### src/rtl/core/csdp_pkg.sv
`timescale 1ns / 1ps
`default_nettype none
// ----------------------------------------------------------------------------
// csdp_pkg
// Types and constants shared by the divider programmer modules.
// ----------------------------------------------------------------------------
package csdp_pkg;

	typedef struct packed {
		logic [26:0] frequency;
		logic [1:0]  sideband;
	} csdp_in_t;

	typedef struct packed {
		logic [7:0] reg_address;
		logic [7:0] reg_data;
		logic       last;
	} csdp_out_t;

	localparam logic [2:0] REG_VCO     = 3'd0;
	localparam logic [2:0] REG_SHIFT   = 3'd1;
	localparam logic [2:0] REG_OFFSET  = 3'd2;
	localparam logic [2:0] REG_DIVISOR = 3'd3;
	localparam logic [2:0] REG_SCALE   = 3'd4;
	localparam logic [2:0] REG_CHANNEL = 3'd5;

	localparam logic [1:0] SB_USB = 2'd1;
	localparam logic [1:0] SB_LSB = 2'd2;

	localparam logic [27:0] TARGET_MAX = 28'hFFFFFFF;

	// Datapath operations requested by the controller.
	localparam logic [2:0] OP_NONE   = 3'd0;
	localparam logic [2:0] OP_LOAD   = 3'd1;
	localparam logic [2:0] OP_DIVSTEP = 3'd2;
	localparam logic [2:0] OP_DIVSETUP = 3'd3;
	localparam logic [2:0] OP_MOVE   = 3'd4;
	localparam logic [2:0] OP_ENCODE = 3'd5;

	// Selects which division the shared divider performs.
	localparam logic [2:0] DV_TARGET = 3'd0;
	localparam logic [2:0] DV_VCO    = 3'd1;
	localparam logic [2:0] DV_FRAC   = 3'd2;
	localparam logic [2:0] DV_GCD    = 3'd3;
	localparam logic [2:0] DV_RB     = 3'd4;
	localparam logic [2:0] DV_RC     = 3'd5;
	localparam logic [2:0] DV_Q      = 3'd6;

	typedef struct packed {
		logic [2:0] op;
		logic [2:0] dv;
	} csdp_cmd_t;

	typedef struct packed {
		logic target_zero;
		logic target_same;
		logic gcd_done;
	} csdp_status_t;

endpackage
`default_nettype wire

### src/rtl/core/csdp_datapath.sv
`timescale 1ns / 1ps
`default_nettype none
// ----------------------------------------------------------------------------
// csdp_datapath
// Registers, bit-serial divider and encoder for the divider computation.
// ----------------------------------------------------------------------------
module csdp_datapath
	import csdp_pkg::*;
(
	input  wire logic         clk,
	input  wire logic         arst_n,
	input  wire csdp_in_t     in_item,
	input  wire logic [29:0]  vco_frequency,
	input  wire logic [13:0]  sideband_shift,
	input  wire logic [26:0]  frequency_offset,
	input  wire logic [4:0]   frequency_divisor,
	input  wire logic [19:0]  fraction_scale,
	input  wire logic [2:0]   multisynth_channel,
	input  wire csdp_cmd_t    cmd,
	input  wire logic [3:0]   idx,
	output csdp_status_t      status,
	output csdp_out_t         out_item
);

	// Shared restoring divider: numerator in num_q, remainder in rem_q, 48 bits.
	logic [47:0] num_q, den_q, rem_q;
	logic [27:0] target_q, last_q;
	logic [29:0] a_q;
	logic [19:0] b_q, c_q, g_x_q, g_y_q;
	logic [27:0] fr_q;
	logic [26:0] q_q;
	logic [17:0] p1_q, p2_q;
	logic [28:0] sum_q;

	logic [48:0] trial;
	logic [47:0] rsh;
	always_comb begin
		rsh   = {rem_q[46:0], num_q[47]};
		trial = {1'b0, rsh} - {1'b0, den_q};
	end

	logic [28:0] s_add;
	always_comb begin
		s_add = {2'b0, in_item.frequency} + {2'b0, frequency_offset};
		if (in_item.sideband == SB_USB)
			s_add = s_add + {15'b0, sideband_shift};
		else if (in_item.sideband == SB_LSB)
			s_add = (s_add >= {15'b0, sideband_shift}) ?
				s_add - {15'b0, sideband_shift} : '0;
	end

	logic [47:0] quo;
	assign quo = num_q;

	logic [27:0] tgt;
	assign tgt = (|quo[47:28]) ? TARGET_MAX : quo[27:0];

	assign status.target_zero = (target_q == '0);
	assign status.target_same = (target_q == last_q);
	assign status.gcd_done    = (g_y_q == '0);

	always_ff @(posedge clk or negedge arst_n) begin
		if (!arst_n) begin
			last_q <= '0;
		end else if (cmd.op == OP_MOVE && cmd.dv == DV_VCO) begin
			last_q <= target_q;
		end
	end

	always_ff @(posedge clk) begin
		unique case (cmd.op)
			OP_LOAD: begin
				sum_q <= s_add;
			end
			OP_DIVSETUP: begin
				rem_q <= '0;
				unique case (cmd.dv)
					DV_TARGET: begin
						num_q <= {19'b0, sum_q};
						den_q <= {43'b0, (frequency_divisor == '0) ? 5'd1 : frequency_divisor};
					end
					DV_VCO: begin
						num_q <= {18'b0, vco_frequency};
						den_q <= {20'b0, target_q};
					end
					DV_FRAC: begin
						num_q <= {20'b0, fr_q} * {28'b0, c_q};
						den_q <= {20'b0, target_q};
					end
					DV_GCD: begin
						num_q <= {28'b0, g_x_q};
						den_q <= {28'b0, g_y_q};
					end
					DV_RB: begin
						num_q <= {28'b0, b_q};
						den_q <= {28'b0, g_x_q};
					end
					DV_RC: begin
						num_q <= {28'b0, c_q};
						den_q <= {28'b0, g_x_q};
					end
					DV_Q: begin
						num_q <= {21'b0, b_q, 7'b0};
						den_q <= {28'b0, c_q};
					end
					default: ;
				endcase
			end
			OP_DIVSTEP: begin
				if (!trial[48]) begin
					rem_q <= trial[47:0];
					num_q <= {num_q[46:0], 1'b1};
				end else begin
					rem_q <= rsh;
					num_q <= {num_q[46:0], 1'b0};
				end
			end
			OP_MOVE: begin
				unique case (cmd.dv)
					DV_TARGET: target_q <= tgt;
					DV_VCO: begin
						a_q  <= quo[29:0];
						fr_q <= rem_q[27:0];
						c_q  <= (fraction_scale == '0) ? 20'd1 : fraction_scale;
					end
					DV_FRAC: begin
						b_q   <= quo[19:0];
						g_x_q <= quo[19:0];
						g_y_q <= c_q;
					end
					DV_GCD: begin
						g_x_q <= g_y_q;
						g_y_q <= rem_q[19:0];
					end
					DV_RB: b_q <= quo[19:0];
					DV_RC: c_q <= quo[19:0];
					DV_Q:  q_q <= quo[26:0];
					default: ;
				endcase
			end
			OP_ENCODE: begin
				p1_q <= 18'({a_q, 7'b0} + {10'b0, q_q} - 37'd512);
				p2_q <= 18'({b_q, 7'b0} - 27'(c_q * q_q[7:0]));
			end
			default: ;
		endcase
	end

	logic [7:0] base;
	assign base = 8'd42 + {2'b0, multisynth_channel, 3'b0};

	always_comb begin
		out_item.last = 1'b0;
		out_item.reg_address = base + {4'b0, idx} - 8'd1;
		out_item.reg_data = 8'h00;
		case (idx)
			4'd0: begin out_item.reg_address = 8'd3; out_item.reg_data = 8'hFF; end
			4'd1: out_item.reg_data = c_q[15:8];
			4'd2: out_item.reg_data = c_q[7:0];
			4'd3: out_item.reg_data = {6'b0, p1_q[17:16]};
			4'd4: out_item.reg_data = p1_q[15:8];
			4'd5: out_item.reg_data = p1_q[7:0];
			4'd6: out_item.reg_data = {c_q[19:16], 2'b0, p2_q[17:16]};
			4'd7: out_item.reg_data = p2_q[15:8];
			4'd8: out_item.reg_data = p2_q[7:0];
			4'd9: begin out_item.reg_address = 8'd177; out_item.reg_data = 8'hA0; end
			default: begin
				out_item.reg_address = 8'd3; out_item.reg_data = 8'hFE;
				out_item.last = 1'b1;
			end
		endcase
	end

endmodule
`default_nettype wire

### src/rtl/core/csdp_ctrl.sv
`timescale 1ns / 1ps
`default_nettype none
// ----------------------------------------------------------------------------
// csdp_ctrl
// Sequencer that drives the shared divider and emits the write sequence.
// ----------------------------------------------------------------------------
module csdp_ctrl
	import csdp_pkg::*;
(
	input  wire logic          clk,
	input  wire logic          arst_n,
	input  wire logic          in_valid,
	output logic               in_ready,
	output logic               out_valid,
	input  wire logic          out_ready,
	input  wire csdp_status_t  status,
	output csdp_cmd_t          cmd,
	output logic [3:0]         idx
);

	localparam logic [2:0] S_IDLE  = 3'd0;
	localparam logic [2:0] S_SETUP = 3'd1;
	localparam logic [2:0] S_STEP  = 3'd2;
	localparam logic [2:0] S_MOVE  = 3'd3;
	localparam logic [2:0] S_CHECK = 3'd4;
	localparam logic [2:0] S_ENC   = 3'd5;
	localparam logic [2:0] S_EMIT  = 3'd6;

	logic [2:0] state_q;
	logic [2:0] dv_q;
	logic [5:0] cnt_q;
	logic [3:0] idx_q;

	assign in_ready  = (state_q == S_IDLE);
	assign out_valid = (state_q == S_EMIT);
	assign idx = idx_q;

	always_comb begin
		cmd.dv = dv_q;
		cmd.op = OP_NONE;
		unique case (state_q)
			S_IDLE:  cmd.op = (in_valid) ? OP_LOAD : OP_NONE;
			S_SETUP: cmd.op = OP_DIVSETUP;
			S_STEP:  cmd.op = OP_DIVSTEP;
			S_MOVE:  cmd.op = OP_MOVE;
			S_ENC:   cmd.op = OP_ENCODE;
			default: cmd.op = OP_NONE;
		endcase
	end

	always_ff @(posedge clk or negedge arst_n) begin
		if (!arst_n) begin
			state_q <= S_IDLE;
			dv_q <= DV_TARGET;
			cnt_q <= '0;
			idx_q <= '0;
		end else begin
			unique case (state_q)
				S_IDLE: if (in_valid) begin
					dv_q <= DV_TARGET;
					state_q <= S_SETUP;
				end
				S_SETUP: begin
					cnt_q <= '0;
					state_q <= S_STEP;
				end
				S_STEP: begin
					cnt_q <= cnt_q + 6'd1;
					if (cnt_q == 6'd47) state_q <= S_MOVE;
				end
				S_MOVE: state_q <= S_CHECK;
				S_CHECK: begin
					state_q <= S_SETUP;
					case (dv_q)
						DV_TARGET: if (status.target_zero || status.target_same)
								state_q <= S_IDLE;
							else dv_q <= DV_VCO;
						DV_VCO: dv_q <= DV_FRAC;
						DV_FRAC, DV_GCD: begin
							if (status.gcd_done) dv_q <= DV_RB;
							else dv_q <= DV_GCD;
						end
						DV_RB: dv_q <= DV_RC;
						DV_RC: dv_q <= DV_Q;
						default: state_q <= S_ENC;
					endcase
				end
				S_ENC: begin
					idx_q <= '0;
					state_q <= S_EMIT;
				end
				default: if (out_ready) begin
					if (idx_q == 4'd10) state_q <= S_IDLE;
					idx_q <= idx_q + 4'd1;
				end
			endcase
		end
	end

	assert property (@(posedge clk) disable iff (!arst_n)
		(state_q == S_EMIT && out_ready && idx_q == 4'd10) |=> state_q == S_IDLE)
		else $error("write sequence did not end after eleven writes");
	assert property (@(posedge clk) disable iff (!arst_n)
		state_q == S_STEP |-> cnt_q <= 6'd47)
		else $error("divider step count overran");
	assert property (@(posedge clk) disable iff (!arst_n)
		state_q == S_EMIT |-> idx_q <= 4'd10)
		else $error("write index out of range");

endmodule
`default_nettype wire

### src/rtl/core/clock_synth_divider_programmer_unit.sv
`timescale 1ns / 1ps
`default_nettype none
// ----------------------------------------------------------------------------
// clock_synth_divider_programmer_unit
// Turns a tuning request into the multisynth divider register writes.
// ----------------------------------------------------------------------------
// Each division pass runs setup, the bit-serial divider steps, move and check;
// a new target takes passes for the target, VCO ratio, fraction, each gcd step,
// reduced B and C and the quotient, then an encode step and eleven write results
// at one per cycle when out_ready is held high. An unchanged or zero target
// returns to idle after the first pass. One request at a time. Reset restores
// register defaults and clears the stored target.
module clock_synth_divider_programmer_unit
	import csdp_pkg::*;
(
	input  wire logic        clk,
	input  wire logic        arst_n,
	input  wire logic        in_valid,
	output logic             in_ready,
	input  wire csdp_in_t    in_data,
	output logic             out_valid,
	input  wire logic        out_ready,
	output csdp_out_t        out_data,
	input  wire logic        cfg_valid,
	output logic             cfg_ready,
	input  wire logic [2:0]  cfg_index,
	input  wire logic [29:0] cfg_data
);

	logic [29:0] vco_q;
	logic [13:0] shift_q;
	logic [26:0] offset_q;
	logic [4:0]  divisor_q;
	logic [19:0] scale_q;
	logic [2:0]  channel_q;

	assign cfg_ready = 1'b1;

	always_ff @(posedge clk or negedge arst_n) begin
		if (!arst_n) begin
			vco_q <= 30'd730560000;
			shift_q <= 14'd1500;
			offset_q <= 27'd21600000;
			divisor_q <= 5'd5;
			scale_q <= 20'd1000000;
			channel_q <= 3'd0;
		end else if (cfg_valid) begin
			unique case (cfg_index)
				REG_VCO:     vco_q <= cfg_data;
				REG_SHIFT:   shift_q <= cfg_data[13:0];
				REG_OFFSET:  offset_q <= cfg_data[26:0];
				REG_DIVISOR: divisor_q <= cfg_data[4:0];
				REG_SCALE:   scale_q <= cfg_data[19:0];
				REG_CHANNEL: channel_q <= cfg_data[2:0];
				default: ;
			endcase
		end
	end

	csdp_cmd_t    cmd;
	csdp_status_t status;
	logic [3:0]   idx;

	csdp_ctrl u_ctrl (
		.clk(clk), .arst_n(arst_n), .in_valid(in_valid), .in_ready(in_ready),
		.out_valid(out_valid), .out_ready(out_ready), .status(status),
		.cmd(cmd), .idx(idx)
	);

	csdp_datapath u_dp (
		.clk(clk), .arst_n(arst_n), .in_item(in_data),
		.vco_frequency(vco_q), .sideband_shift(shift_q),
		.frequency_offset(offset_q), .frequency_divisor(divisor_q),
		.fraction_scale(scale_q), .multisynth_channel(channel_q),
		.cmd(cmd), .idx(idx), .status(status), .out_item(out_data)
	);

endmodule
`default_nettype wire

### config.mk
export PLATFORM = sky130hd
export DESIGN_NAME = clock_synth_divider_programmer_unit
export DESIGN_NICKNAME = d
export VERILOG_FILES = /design/src/rtl/core/csdp_pkg.sv /design/src/rtl/core/csdp_datapath.sv /design/src/rtl/core/csdp_ctrl.sv /design/src/rtl/core/clock_synth_divider_programmer_unit.sv
export SDC_FILE = /design/constraint.sdc
export NUM_CORES = 2
export LEC_CHECK = 0
export BUFFER_PORTS_ARGS = -buffer_cell sky130_fd_sc_hd__buf_2
export CAP_MARGIN = 0
export CORE_ASPECT_RATIO = 0.9
export CORE_MARGIN = 2
export CORE_UTILIZATION = 49
export DETAILED_ROUTE_END_ITERATION = 16
export PLACE_DENSITY = 0.65
export SLEW_MARGIN = 30
export SYNTH_ARGS = -nofsm -noshare
export SYNTH_HDL_FRONTEND = slang
export SYNTH_SLANG_ARGS = --single-unit
### constraint.sdc
create_clock -name clk -period 8.35 [get_ports clk]
set_clock_uncertainty 0.15 [all_clocks]
set_input_delay 0.4175 -clock clk [delete_from_list [all_inputs] [get_ports clk]]
set_output_delay 0.4175 -clock clk [all_outputs]
set_load 0.01 [all_outputs]
==> impl_metrics.toml <==
[final_layout]
nets = 6078
synthToLayoutAreaGrowth_pct = 9.54
diodes = 0
layoutNonFillerInstCount = 6554
fin_util = 0.543
layout-drive-gt1-share = 0.114

[setup_path]
rr_worst_depth = 26
timing_worst_setup_path_type = "register to register"
cp.required_ps = 8570
crit_fanout = 18
startpoint_type = "register"
rrSetupSlack_ps = 220
r2r_start = "u_dp.c_q[9]"
cp.arrival_ps = 8350
end_kind = "register"
r2r-end = "u_dp.num_q[43]"

[sta]
setup_viol = 0
hold_ws_ps = 70.1
period_share = 0.973
rsz0062_at_grt = "no"
report.final.slew_viol_count = 0
tns_ps = 0
fin_crit_ps = 8130
max_slew_margin = 0.360
max_freq_mhz = 123
hold_viol = 0
worst_pin_slew_ps = 958

[placed_design]
port_buffers = 85
routabilityCongestion = 0.974
dpl.cell_count = 6398
dp_hpwl_mm = 110

[clock_network]
cts_tree = "done"
cts_buffer_depth = 3
htreeDepth = 2
root_buffer = "clkbuf_16"
numClockSinks = 496
cts_buffers = 56
path_clk_slew_ps = 60
insertion_delay_ps = 660

[synthesis]
ys_top_cells_by_count = "inv_1 (719), nand2_1 (619), fa_1 (551)"
synth_cells = 5136
async_flop_share = 0.288
ys_ff_latch = 496
ys.flop_type = "edfxtp_1"
yosysTopAreaCellShare = 0.222
ys_types = 98
syn_nets = 6052
synth_top_cells_by_area = "fa_1 (22%), edfxtp_1 (21%), ha_1 (7.5%)"
syn_avg_cell_area_um2 = 9.68
seq_area_frac_synth = 0.286
netlist_area_um2 = 49700
yosysWarnings = 0
yosys.area.top_type = "fa_1"
synth_edf_count = 353
yosysMostFrequentCell = "inv_1"

[grt]
grt_max_degree = 86
grt_pass1_wl_mm = 225
grt_pass1_vias = 37100
antenna_found_initial = 5
grt_overflow = 0
grt_usage = 0.279

[min_path]
worst_hold_path.endpoint = "u_ctrl.idx[0]"
min_from = "out_ready"
hold_path_depth = 3
hold_class = "input pin to register"

[status]
status = "finished, final reports clean"

[floorplanning]
die_area_um2 = 104000
rows = 110
core_area_um2 = 100000
io_pins = 87
initial_core_util = 0.496
die_w_um = 340
die_h_um = 306

[power]
vdd_drop_max_mv = 0.216
powerDensity_nw_per_um2 = 133
leakagePower_nw = 24.2

[run]
drv_cap = 0

[detailed_routing]
drt-total-wl_mm = 144
drcViolationCount = 0
vias_per_cell = 5.79
ant_nets = 0
drt-initial-drc-count = 3815
vias = 38000
first_pass_iters = 6
avgRoutedWirePerCell_um = 22.0
per-layer routing:
layer / vias up / GRT usage / part of all wire
li1: 17100 / - / -
met1: 18900 / 0.415 / 0.44
met2: 1733 / 0.416 / 0.43
met3: 271 / 0.0518 / 0.099
met4: 2 / 0.0795 / 0.031
met5: - / 0 / 0.000090
state kept, by name, indices dropped and copies added (netlist names), 20 cells and up:
| signal | cells |
|---|---|
| u_dp.fr_q | 28 |
| u_dp.sum_q | 29 |
| u_dp.c_q | 20 |
| u_dp.b_q | 20 |
| u_dp.g_x_q | 20 |
| u_dp.g_y_q | 20 |
| vco_q | 30 |
| u_dp.den_q | 28 |
| u_dp.num_q | 48 |
| u_dp.rem_q | 47 |
| scale_q | 20 |
| offset_q | 27 |
| u_dp.target_q | 28 |
| u_dp.last_q | 28 |
cells in the final DEF, fill, tap and decap left out, types with 17 or more instances in the layout:
cell           instances
a211oi_1              17
a21o_1                65
a21oi_1              215
a221oi_1              25
a22oi_1               17
a311oi_1              17
a31oi_1               33
and2_1               346
and3_1                23
buf_2                 84
buf_4                127
clkbuf_16             57
dfrtp_1              102
dfstp_2               38
dlygate4sd3_1         32
edfxtp_1             353
fa_1                 551
ha_1                 298
inv_1                719
mux2_2               170
mux2i_1               34
nand2_1              617
nand2b_1              45
nand3_1               83
nand4_1               28
nor2_1               206
nor2b_1               31
nor3_1                35
nor4_1                36
o21ai_0              211
o21bai_1              30
o22ai_1               21
or3_1                 47
xnor2_1              126
xor2_1                62
stage by stage:
stage	area [um^2]	setup slack [ps]	total power, mW
finish	54500	221	7.23
global route	54500	13.0	7.53
CTS	54200	173	7.23
detailed placement	51800	225	4.43
global placement	51800	325	4.41
floorplan	49700	804	4.03
where the power goes:
group / internal (mW) / total, mW / switching, mW / leakage (nW)
clock: 1.69 / 2.80 / 1.12 / 1.02
combinational: 0.636 / 1.55 / 0.910 / 18.4
sequential: 2.78 / 2.88 / 0.0967 / 4.88
total: 5.10 / 7.23 / 2.12 / 24.2
worst max-delay path, stage by stage (launching register included):
cell	delay, ps
edfxtp_1	590
buf_4	300
and2_1	170
fa_1	510
inv_1	60
fa_1	460
fa_1	540
inv_1	70
fa_1	570
fa_1	430
fa_1	510
inv_1	50
fa_1	470
inv_1	50
ha_1	350
a21o_1	180
a21oi_1	140
o21bai_1	90
or3_1	320
a211o_1	300
a31o_1	260
a211o_1	360
a21oi_1	290
a31o_2	250
o21ai_0	120
xnor2_1	150
o21ai_0	80
worst max path at each step:
stage / endpoint / slack, ps / from
3_3_place_gp: u_dp.num_q[43] / 320 / u_dp.c_q[15]
2_1_floorplan: u_dp.num_q[43] / 800 / u_dp.c_q[11]
6_report: u_dp.num_q[43] / 220 / u_dp.c_q[9]
4_1_cts: u_dp.num_q[43] / 170 / u_dp.fr_q[6]
3_5_place_dp: u_dp.num_q[43] / 220 / u_dp.fr_q[6]
5_1_grt: u_dp.num_q[43] / 10 / u_dp.c_q[11]
kinds of logic (layout without fill, tap and decap cells):
logic type | count (synthesis) | in the layout | synth area share
xor gates and xnor gates | 190 | 190 | 0.0336
buffers and inverters | 1008 | 1082 | 0.0765
muxes | 205 | 205 | 0.0458
DFF | 496 | 496 | 0.286
and+or+nand+nor | 1562 | 1562 | 0.155
AOI/OAI and AO/OA | 825 | 825 | 0.106
other | 1 | 1 | 0.0000754
adders and majority gates | 849 | 849 | 0.297
cell type report:
class	instances	area [um^2]
Clock buffer	72	1530
Clock inverter	34	563
Fill cell	8811	45900
Inverter	721	2710
Multi-Input combinational cell	3632	31800
Sequential cell	496	14200
Tap cell	1344	1680
Timing Repair Buffer	255	1930
what timing repair did:
action                     4_1_cts  5_1_grt
setup buffers                    0       18
resized for setup                0        4
hold buffers                    32        0
setup endpoints to repair        0       14
hold endpoints to repair       139        0
(Power assumes the default switching activity.)
